$ cat src/design/aes_pkg.sv
`timescale 1ns / 1ps
// ----------------------------------------------------------------------------
// aes_pkg: shared types, constants and functions for AES-128 CBC decryption
// Holds the register indexes, controller states, command/status structs and
// the byte-level transforms used by key expansion and the inverse rounds.
// ----------------------------------------------------------------------------
package aes_pkg;

    localparam int unsigned WordWidth  = 64;
    localparam int unsigned BlockWidth = 128;
    localparam int unsigned NumRounds  = 10;
    localparam int unsigned RoundWidth = 4;
    localparam int unsigned CfgIdxWidth = 2;

    localparam logic [CfgIdxWidth-1:0] REG_KEY_HI = 2'd0;
    localparam logic [CfgIdxWidth-1:0] REG_KEY_LO = 2'd1;
    localparam logic [CfgIdxWidth-1:0] REG_IV_HI  = 2'd2;
    localparam logic [CfgIdxWidth-1:0] REG_IV_LO  = 2'd3;

    typedef enum logic [2:0] {
        ST_IDLE,
        ST_EXPAND,
        ST_ROUND,
        ST_LAST,
        ST_OUT
    } aes_state_t;

    // Commands from the controller to the datapath
    typedef struct packed {
        logic                  key_start;
        logic                  key_step;
        logic                  load;
        logic                  round;
        logic                  last;
        logic [RoundWidth-1:0] rnd;
    } aes_cmd_t;

    typedef struct packed {
        logic pending_key;
    } aes_status_t;

    // GF(2^8) multiply by x
    function automatic logic [7:0] xt(input logic [7:0] a);
        xt = {a[6:0], 1'b0} ^ (a[7] ? 8'h1B : 8'h00);
    endfunction

    // GF(2^8) multiply, shift and add
    function automatic logic [7:0] gm(input logic [7:0] a, input logic [7:0] b);
        logic [7:0] r;
        logic [7:0] x;
        r = 8'h00;
        x = a;
        for (int i = 0; i < 8; i++)
        begin
            if (b[i])
                r = r ^ x;
            x = xt(x);
        end
        gm = r;
    endfunction

    function automatic logic [7:0] rotl8(input logic [7:0] x, input int n);
        rotl8 = (x << n) | (x >> (8 - n));
    endfunction

    // Multiplicative inverse by a^254 via fixed chain
    function automatic logic [7:0] ginv(input logic [7:0] a);
        logic [7:0] p;
        logic [7:0] r;
        p = a;
        r = 8'h01;
        // 254 = 0b11111110
        for (int i = 1; i < 8; i++)
        begin
            p = gm(p, p);
            r = gm(r, p);
        end
        ginv = r;
    endfunction

    function automatic logic [7:0] sbox(input logic [7:0] a);
        logic [7:0] v;
        v = ginv(a);
        sbox = v ^ rotl8(v, 1) ^ rotl8(v, 2) ^ rotl8(v, 3) ^ rotl8(v, 4) ^ 8'h63;
    endfunction

    // Constant forward table, built at elaboration
    typedef logic [7:0] byte_tab_t [256];

    function automatic byte_tab_t build_fwd();
        byte_tab_t t;
        for (int i = 0; i < 256; i++)
            t[i] = sbox(8'(i));
        return t;
    endfunction

    function automatic byte_tab_t build_inv();
        byte_tab_t t;
        for (int i = 0; i < 256; i++)
            t[sbox(8'(i))] = 8'(i);
        return t;
    endfunction

    localparam byte_tab_t FWD_SBOX    = build_fwd();
    localparam byte_tab_t INV_SUB_TAB = build_inv();

    // Byte i of a block, byte 0 most significant
    function automatic logic [7:0] bget(input logic [BlockWidth-1:0] s, input int i);
        bget = s[BlockWidth-1-8*i -: 8];
    endfunction

    // Inverse ShiftRows then inverse SubBytes
    function automatic logic [BlockWidth-1:0] inv_rows_subs(input logic [BlockWidth-1:0] s);
        logic [BlockWidth-1:0] o;
        o = '0;
        for (int c = 0; c < 4; c++)
            for (int r = 0; r < 4; r++)
                o[BlockWidth-1-8*(r+4*c) -: 8] = INV_SUB_TAB[bget(s, r + 4*((c + 4 - r) % 4))];
        return o;
    endfunction

    function automatic logic [BlockWidth-1:0] inv_mix(input logic [BlockWidth-1:0] s);
        logic [BlockWidth-1:0] o;
        logic [7:0] a0, a1, a2, a3;
        o = '0;
        for (int c = 0; c < 4; c++)
        begin
            a0 = bget(s, 4*c);
            a1 = bget(s, 4*c+1);
            a2 = bget(s, 4*c+2);
            a3 = bget(s, 4*c+3);
            o[BlockWidth-1-8*(4*c)   -: 8] = gm(a0,8'h0E)^gm(a1,8'h0B)^gm(a2,8'h0D)^gm(a3,8'h09);
            o[BlockWidth-1-8*(4*c+1) -: 8] = gm(a0,8'h09)^gm(a1,8'h0E)^gm(a2,8'h0B)^gm(a3,8'h0D);
            o[BlockWidth-1-8*(4*c+2) -: 8] = gm(a0,8'h0D)^gm(a1,8'h09)^gm(a2,8'h0E)^gm(a3,8'h0B);
            o[BlockWidth-1-8*(4*c+3) -: 8] = gm(a0,8'h0B)^gm(a1,8'h0D)^gm(a2,8'h09)^gm(a3,8'h0E);
        end
        return o;
    endfunction

    // One key expansion step: previous round key to next
    function automatic logic [BlockWidth-1:0] key_next(input logic [BlockWidth-1:0] k,
                                                       input logic [7:0] rc);
        logic [31:0] t;
        logic [31:0] w0, w1, w2, w3;
        t = {FWD_SBOX[k[23:16]] ^ rc, FWD_SBOX[k[15:8]], FWD_SBOX[k[7:0]],
             FWD_SBOX[k[31:24]]};
        w0 = k[127:96] ^ t;
        w1 = k[95:64] ^ w0;
        w2 = k[63:32] ^ w1;
        w3 = k[31:0] ^ w2;
        return {w0, w1, w2, w3};
    endfunction

endpackage

$ cat src/design/aes_ctrl.sv
`timescale 1ns / 1ps
// ----------------------------------------------------------------------------
// aes_ctrl: sequencing state machine
// Runs key expansion after key writes and the ten inverse rounds per block.
// ----------------------------------------------------------------------------
module aes_ctrl (
    input  logic                  clk,
    input  logic                  rst_n,
    input  logic                  in_fire,
    input  logic                  out_fire,
    input  aes_pkg::aes_status_t  status,
    output aes_pkg::aes_cmd_t     cmd,
    output logic                  in_ready,
    output logic                  out_valid
);

    aes_pkg::aes_state_t state_reg, state_next;
    logic [aes_pkg::RoundWidth-1:0] rnd_reg, rnd_next;

    // Hold state and round counter
    always_ff @(posedge clk or negedge rst_n)
    begin
        if (!rst_n)
        begin
            state_reg <= aes_pkg::ST_IDLE;
            rnd_reg   <= '0;
        end
        else
        begin
            state_reg <= state_next;
            rnd_reg   <= rnd_next;
        end
    end

    // Next state and commands
    always_comb
    begin
        state_next = state_reg;
        rnd_next   = rnd_reg;
        cmd        = '0;
        cmd.rnd    = rnd_reg;
        in_ready   = 1'b0;
        out_valid  = 1'b0;
        case (state_reg)
            aes_pkg::ST_IDLE:
            begin
                if (status.pending_key)
                begin
                    cmd.key_start = 1'b1;
                    rnd_next      = 4'd1;
                    state_next    = aes_pkg::ST_EXPAND;
                end
                else
                begin
                    in_ready = 1'b1;
                    if (in_fire)
                    begin
                        cmd.load   = 1'b1;
                        rnd_next   = 4'd9;
                        state_next = aes_pkg::ST_ROUND;
                    end
                end
            end
            aes_pkg::ST_EXPAND:
            begin
                cmd.key_step = 1'b1;
                rnd_next     = rnd_reg + 4'd1;
                if (rnd_reg == 4'(aes_pkg::NumRounds))
                    state_next = aes_pkg::ST_IDLE;
            end
            aes_pkg::ST_ROUND:
            begin
                cmd.round = 1'b1;
                rnd_next  = rnd_reg - 4'd1;
                if (rnd_reg == 4'd1)
                    state_next = aes_pkg::ST_LAST;
            end
            aes_pkg::ST_LAST:
            begin
                cmd.last   = 1'b1;
                state_next = aes_pkg::ST_OUT;
            end
            aes_pkg::ST_OUT:
            begin
                out_valid = 1'b1;
                if (out_fire)
                    state_next = aes_pkg::ST_IDLE;
            end
            default:
                state_next = aes_pkg::ST_IDLE;
        endcase
    end

endmodule

$ cat config.mk
export PLATFORM = sky130hd
export DESIGN_NAME = aes_ctrl
export DESIGN_NICKNAME = d
export VERILOG_FILES = /design/src/design/aes_pkg.sv /design/src/design/aes_ctrl.sv
export SDC_FILE = /design/constraint.sdc
export NUM_CORES = 1
export LEC_CHECK = 0
export BUFFER_PORTS_ARGS = -buffer_cell sky130_fd_sc_hd__clkbuf_2
export CAP_MARGIN = 20
export CORE_MARGIN = 8
export CORE_UTILIZATION = 25
export DETAILED_ROUTE_END_ITERATION = 12
export SKIP_CTS_REPAIR_TIMING = 1
export SYNTH_ARGS = -nofsm -noshare
export SYNTH_HDL_FRONTEND = slang
export SYNTH_SLANG_ARGS = --single-unit
$ cat constraint.sdc
create_clock -name clk -period 2.2 [get_ports clk]
set_clock_uncertainty 0.2 [all_clocks]
set_input_delay 0 -clock clk [delete_from_list [all_inputs] [get_ports clk]]
set_output_delay 0 -clock clk [all_outputs]
set_load 0.05 [all_outputs]
==> results of run 1 <==
-- final cells by class --
type / count / area [sq um] / area share [%]
clock buffers: 4 / 26.3 / 3.72
inverters: 5 / 18.8 / 2.65
multi-input cells: 43 / 320 / 45.3
flip-flops and latches: 7 / 175 / 24.8
well taps: 27 / 33.8 / 4.78
repair buffers: 21 / 133 / 18.8
-- kinds of logic (layout without fill, tap and decap cells) --
group | Yosys count | after routing | share of synthesized area [%]
AO/OA/AOI/OAI | 15 | 15 | 20.7
adder cells (fa/ha/maj) | 4 | 4 | 9.41
buffers and inverters | 8 | 30 | 8.00
flip-flops | 7 | 7 | 32.9
AND/OR/NAND/NOR | 24 | 24 | 28.9
-- per-stage QoR --
stage          instances  instance area [sq um]  utilization [%]  setup slack [ps]  hold WS, ps
2_1_floorplan         58                    538                -               204         -496
3_3_place_gp          98                    631             31.8               376         -343
3_5_place_dp          98                    631             31.8               336         -341
4_1_cts              102                    657             33.1               158         -620
5_1_grt              107                    707             35.7              79.1          421
6_report             107                    707             35.7               161          387
-- path summary, 6_finish.rpt --
check / end / from / slack, ps / cells past startpoint
worst max-delay path: cmd[6] / state_reg[0] / 160 / 4
worst min-delay path: rnd_reg[3] / rnd_reg[3] / 390 / 1
worst max register to register: state_reg[1] / state_reg[0] / 330 / 4
worst min register to register: rnd_reg[3] / rnd_reg[3] / 390 / 1
max in group asynchronous: rnd_reg[2] / rst_n / 1010 / 3
min in group asynchronous: state_reg[2] / rst_n / 520 / 3
-- cell usage in the layout, fill, tap and decap left out, types with 2 or more instances in the layout --
master and instances:
dlygate4sd3_1 5, or3b_2 2, clkbuf_4 3, clkbuf_2 15, a21oi_1 3, ha_1 4, nand2_1 2, dfrtp_1 7
nor2_1 6, nor3_1 2, inv_1 5, o21ai_0 3
-- metal layers --
| metal | wire (um) | global-route usage [%] |
|---|---|---|
| met5 | 0 | 0 |
| met4 | 22 | 5.25 |
| met1 | 651 | 8.76 |
| met3 | 78 | 1.61 |
| met2 | 643 | 9.57 |
-- critical path: stages, from the launching register on --
cell and delay, ps:
dfrtp_1 510, or4_4 590, inv_1 80, and2_1 120, clkbuf_2 270
==> summary.md, run 1 <==
| Metric | Value |
|---|---|
| Status | complete, no violations |
| Vias in the first global route | 440 |
| WP data arrival | 1840 ps |
| Ys flop type | dfrtp_1 |
| Post-synth cell types | 33 |
| Setup total negative slack | 0 ps |
| Initial Util | 26.8% |
| CP Data Required Time | 2000 ps |
| Synth area leaders | dfrtp_1 (33%), ha_1 (9.4%), nor2_1 (4.2%) |
| TritonCTS Sinks | 7 |
| Max-cap violation count | 0 |
| RD Place Congestion | 0.808 |
| I/O pin cnt | 16 |
| DR pass1 iterations | 4 |
| Die Ht | 62.1 um |
| CTS tree | yes |
| Synth Instances | 58 |
| Finish-stage setup viols | 0 |
| Std cell rows | 16 |
| Max reg flops | 4 |
| # DRC | 0 |
| Initial antenna violation count | 0 |
| Chip Width | 62.1 um |
| Yosys warnings | 0 |
| Count leader, synth | dfrtp_1 |
| Fillers | 206 |
| Post-Syn Area | 532 sq um |
| Register area share after synthesis | 32.9% |
| Max clock buf depth | 2 |
| Yosys top cell by area | dfrtp_1 |
| First-pass GRT wire length | 2150 um |
| Ys async rst share | 100% |
| CP Class | reg -> out |
| Drt wl/cell | 13.0 um |
| Slew @ Worst Pin | 379 ps |
| Number of diodes | 0 |
| RSZ-0062 raised after global routing | false |
| DIE AREA | 3860 sq um |
| Setup crit start kind | register |
| All-Layer GR Usage | 6.85% |
| GRT overflow | 0 |
| H-tree depth | 1 |
| Period utilization | 92.7% |
| Synth top cells by count | dfrtp_1 (7), nor2_1 (6), inv_1 (5) |
| 1st-iter DRT viols | 12 |
| Vias | 516 |
| Seq cells post-synth | 7 |
| Largest net degree at the start of global routing | 15 |
| Syn nets | 67 |
| DR vias/cell | 4.82 |
| Slew Limit Fails | 0 |
| Hold WC Path Type | reg -> reg |
| Post-synth EDFFs | 0 |
| NumNets Final | 90 |
| Final HPWL DP | 988 um |
| Clk_lat worst skew | 260 ps |
| CTS root buffer | clkbuf_4 |
| Synth top area share | 32.9% |
| Core area | 1980 sq um |
| CP max FO | 14 |
| Area grow syn2layout | 32.9% |
| Slew headroom | 74.6% |
| Crit end category | output pin |
| Port-buffer cells | 15 |
| Final Critical Period | 2040 ps |
| Syn avg cell area | 9.17 sq um |
| Worst-path clk slew | 60 ps |
| CTS buffer count | 3 |
| Final ANT Viol Nets | 0 |
| Share of cells above drive strength 1 | 32.5% |
| Drt total wl | 1400 um |
| FMAX | 490 MHz |
| Fin. Hold Viols | 0 |
Power of run 1 is not shown: default switching activity piles up to over one toggle a cycle in this logic, so the estimate is an artifact.
==> run 2, diff against run 1 <==
Settings changed: ABC_AREA from default to 1.
==> run 2 against run 1 <==
The flow now finishes with violations (hold timing). Die area increased by 2.3%. Cell count increased by 20%. Highest routed layer unchanged. Area after synthesis increased by 3.1%. Critical path depth decreased by 1. Sequential share of layout area about the same. Routed wire length increased by 3.8%. Register-to-register slack improved by 360 ps. Non-clock buffer count decreased by 3. Design area decreased by 0.18%. Worst setup slack improved by 370 ps. Count of clock-buffer cells in the layout unchanged. Critical path type unchanged.
==> summary.md, run 2 <==
| Metric | Value |
|---|---|
| Port-buffer cells | 15 (unchanged) |
| Post-synth cell types | 19 (was 33) |
| DR pass1 iterations | 4 (unchanged) |
| Finish-stage setup viols | 0 (unchanged) |
| Vias in the first global route | 530 (was 440) |
| Largest net degree at the start of global routing | 9 (was 15) |
| Ys async rst share | 100% (unchanged) |
| Max-cap violation count | 0 (unchanged) |
| CTS root buffer | clkbuf_4 (unchanged) |
| Max reg flops | 4 (unchanged) |
| RSZ-0062 raised after global routing | false (unchanged) |
| Failing checks | hold timing |
| Synth top cells by count | nand2_1 (17), inv_1 (12), nand3_1 (12) (was dfrtp_1 (7), nor2_1 (6), inv_1 (5)) |
| DR vias/cell | 4.59 (was 4.82) |
| Synth Instances | 80 (was 58) |
| Drt wl/cell | 11.3 um (was 13.0 um) |
| Setup total negative slack | 0 ps (unchanged) |
| Ys flop type | dfrtp_1 (unchanged) |
| Most frequent cells in the layout | nand2_1 (17), clkbuf_2 (15), inv_1 (12), nand3_1 (12), dfrtp_1 (7) (was clkbuf_2 (15), dfrtp_1 (7), nor2_1 (6)) |
| Initial antenna violation count | 0 (unchanged) |
| Clk_lat worst skew | 250 ps (was 260 ps) |
| CP max FO | 8 (was 14) |
| WP data arrival | 1470 ps (was 1840 ps) |
| Number of diodes | 0 (unchanged) |
| Critical-path cell with the highest stage delay | dfrtp_1 (was or4_4) |
| Fillers | 243 (was 206) |
| Worst-path clk slew | 60 ps (about the same) |
| Slew Limit Fails | 0 (unchanged) |
| Synth area leaders | dfrtp_1 (32%), nand2_1 (12%), nand3_1 (11%) (was dfrtp_1 (33%), ha_1 (9.4%), nor2_1 (4.2%)) |
| I/O pin cnt | 16 (unchanged) |
| CP Data Required Time | 2000 ps (about the same) |
| Syn avg cell area | 6.85 sq um (was 9.17 sq um) |
| Final Critical Period | 1670 ps (was 2040 ps) |
| Top cell family by delay on the critical path | flip-flops (was simple AND/OR/NAND/NOR gates) |
| Register area share after synthesis | 32.0% (was 32.9%) |
| Initial Util | 25.5% (was 26.8%) |
| First-pass GRT wire length | 2420 um (was 2150 um) |
| CP Class | reg -> out (unchanged) |
| H-tree depth | 1 (unchanged) |
| Max clock buf depth | 2 (unchanged) |
| Final ANT Viol Nets | 0 (unchanged) |
| Vias | 588 (was 516) |
| Drt total wl | 1450 um (was 1400 um) |
| CTS buffer count | 3 (unchanged) |
| # DRC | 0 (unchanged) |
| Final HPWL DP | 1170 um (was 988 um) |
| Syn nets | 89 (was 67) |
| Std cell rows | 17 (was 16) |
| Count leader, synth | nand2_1 (was dfrtp_1) |
| Worst path bufs/invs | 2 (unchanged) |
| Hold WC Path Type | in -> reg (was reg -> reg) |
| FMAX | 598 MHz (was 490 MHz) |
| Die Ht | 62.8 um (was 62.1 um) |
| Period utilization | 76.0% (was 92.7%) |
| Chip Width | 62.8 um (was 62.1 um) |
| Slew @ Worst Pin | 353 ps (was 379 ps) |
| Slew headroom | 76.4% (was 74.6%) |
| Slowest stage delay, CP | 510 ps (was 590 ps) |
| Most common cell after layout, fill and taps aside | nand2_1 (was clkbuf_2) |
| Setup crit start kind | register (unchanged) |
| Crit end category | output pin (unchanged) |
| GRT overflow | 0 (unchanged) |
| Post-synth EDFFs | 0 (unchanged) |
| Fin. Hold Viols | 1 (was 0) |
| Yosys top cell by area | dfrtp_1 (unchanged) |
| Synth top area share | 32.0% (was 32.9%) |
| Post-Syn Area | 548 sq um (was 532 sq um) |
| CTS tree | yes (unchanged) |
| NumNets Final | 110 (was 90) |
| Core area | 2150 sq um (was 1980 sq um) |
| Share of cells above drive strength 1 | 22.0% (was 32.5%) |
| 1st-iter DRT viols | 19 (was 12) |
| Hold slack | -9.16 ps (was 387 ps) |
| Crit-path cells | inv_1, nor3_1, clkbuf_2 (was or4_4, inv_1, and2_1, clkbuf_2) |
| Yosys warnings | 0 (unchanged) |
| TritonCTS Sinks | 7 (unchanged) |
| DIE AREA | 3950 sq um (was 3860 sq um) |
| Area grow syn2layout | 28.8% (was 32.9%) |
| Seq cells post-synth | 7 (unchanged) |
| Status | complete, but fails checks (was complete, no violations) |
| RD Place Congestion | 0.911 (was 0.808) |
| All-Layer GR Usage | 7.65% (was 6.85%) |
## run 2: worst paths after layout
kind                       cells after the start  slack [ps]           end    startpoint
hold reg to reg                                2         490    rnd_reg[2]    rnd_reg[2]
max in group asynchronous                      3        1030  state_reg[0]         rst_n
setup reg to reg                               4         690    rnd_reg[1]    rnd_reg[0]
setup / recovery                               3         530        cmd[4]  state_reg[0]
min in group asynchronous                      3         510  state_reg[2]         rst_n
hold / removal                                 6          -9  state_reg[1]        status
## run 2: per-layer routing
layer	wire, um	vias to the layer above	global-route usage, %
li1	-	299	-
met1	733	262	9.52
met2	614	25	11.0
met3	73	2	2.33
met4	27	0	5.13
met5	0	-	0
## run 2: through the flow
step	instance area, sq um	utilization [%]	instances	setup WS [ps]
2_1_floorplan	548	-	80	83.1
3_3_place_gp	649	30.2	121	688
3_5_place_dp	649	30.2	121	712
4_1_cts	676	31.5	125	499
5_1_grt	706	32.8	128	422
6_report	706	32.8	128	528
## run 2: cell families after synthesis
logic type / Yosys count / share of synthesized area (%)
xor+xnor: 2 / 3.20
compound gates: 8 / 7.30
fa+ha+maj: 4 / 9.13
buf+inv: 16 / 11.2
flops: 7 / 32.0
simple gates: 43 / 37.2
## run 2: cell type report
class / instances / area (sq um) / area share [%]
repair buffers: 18 / 105 / 14.9
inverters: 14 / 52.6 / 7.45
flip-flops and latches: 7 / 175 / 24.8
well taps: 28 / 35.0 / 4.96
clock buffers: 4 / 26.3 / 3.72
multi-input cells: 57 / 312 / 44.1
## run 2: worst min-delay path: cells and delay by family
family | cells | cell delay (ps)
and+or+nand+nor | 4 | 270
buffers and inverters | 2 | 140
Power of run 2 is left out for the same reason.
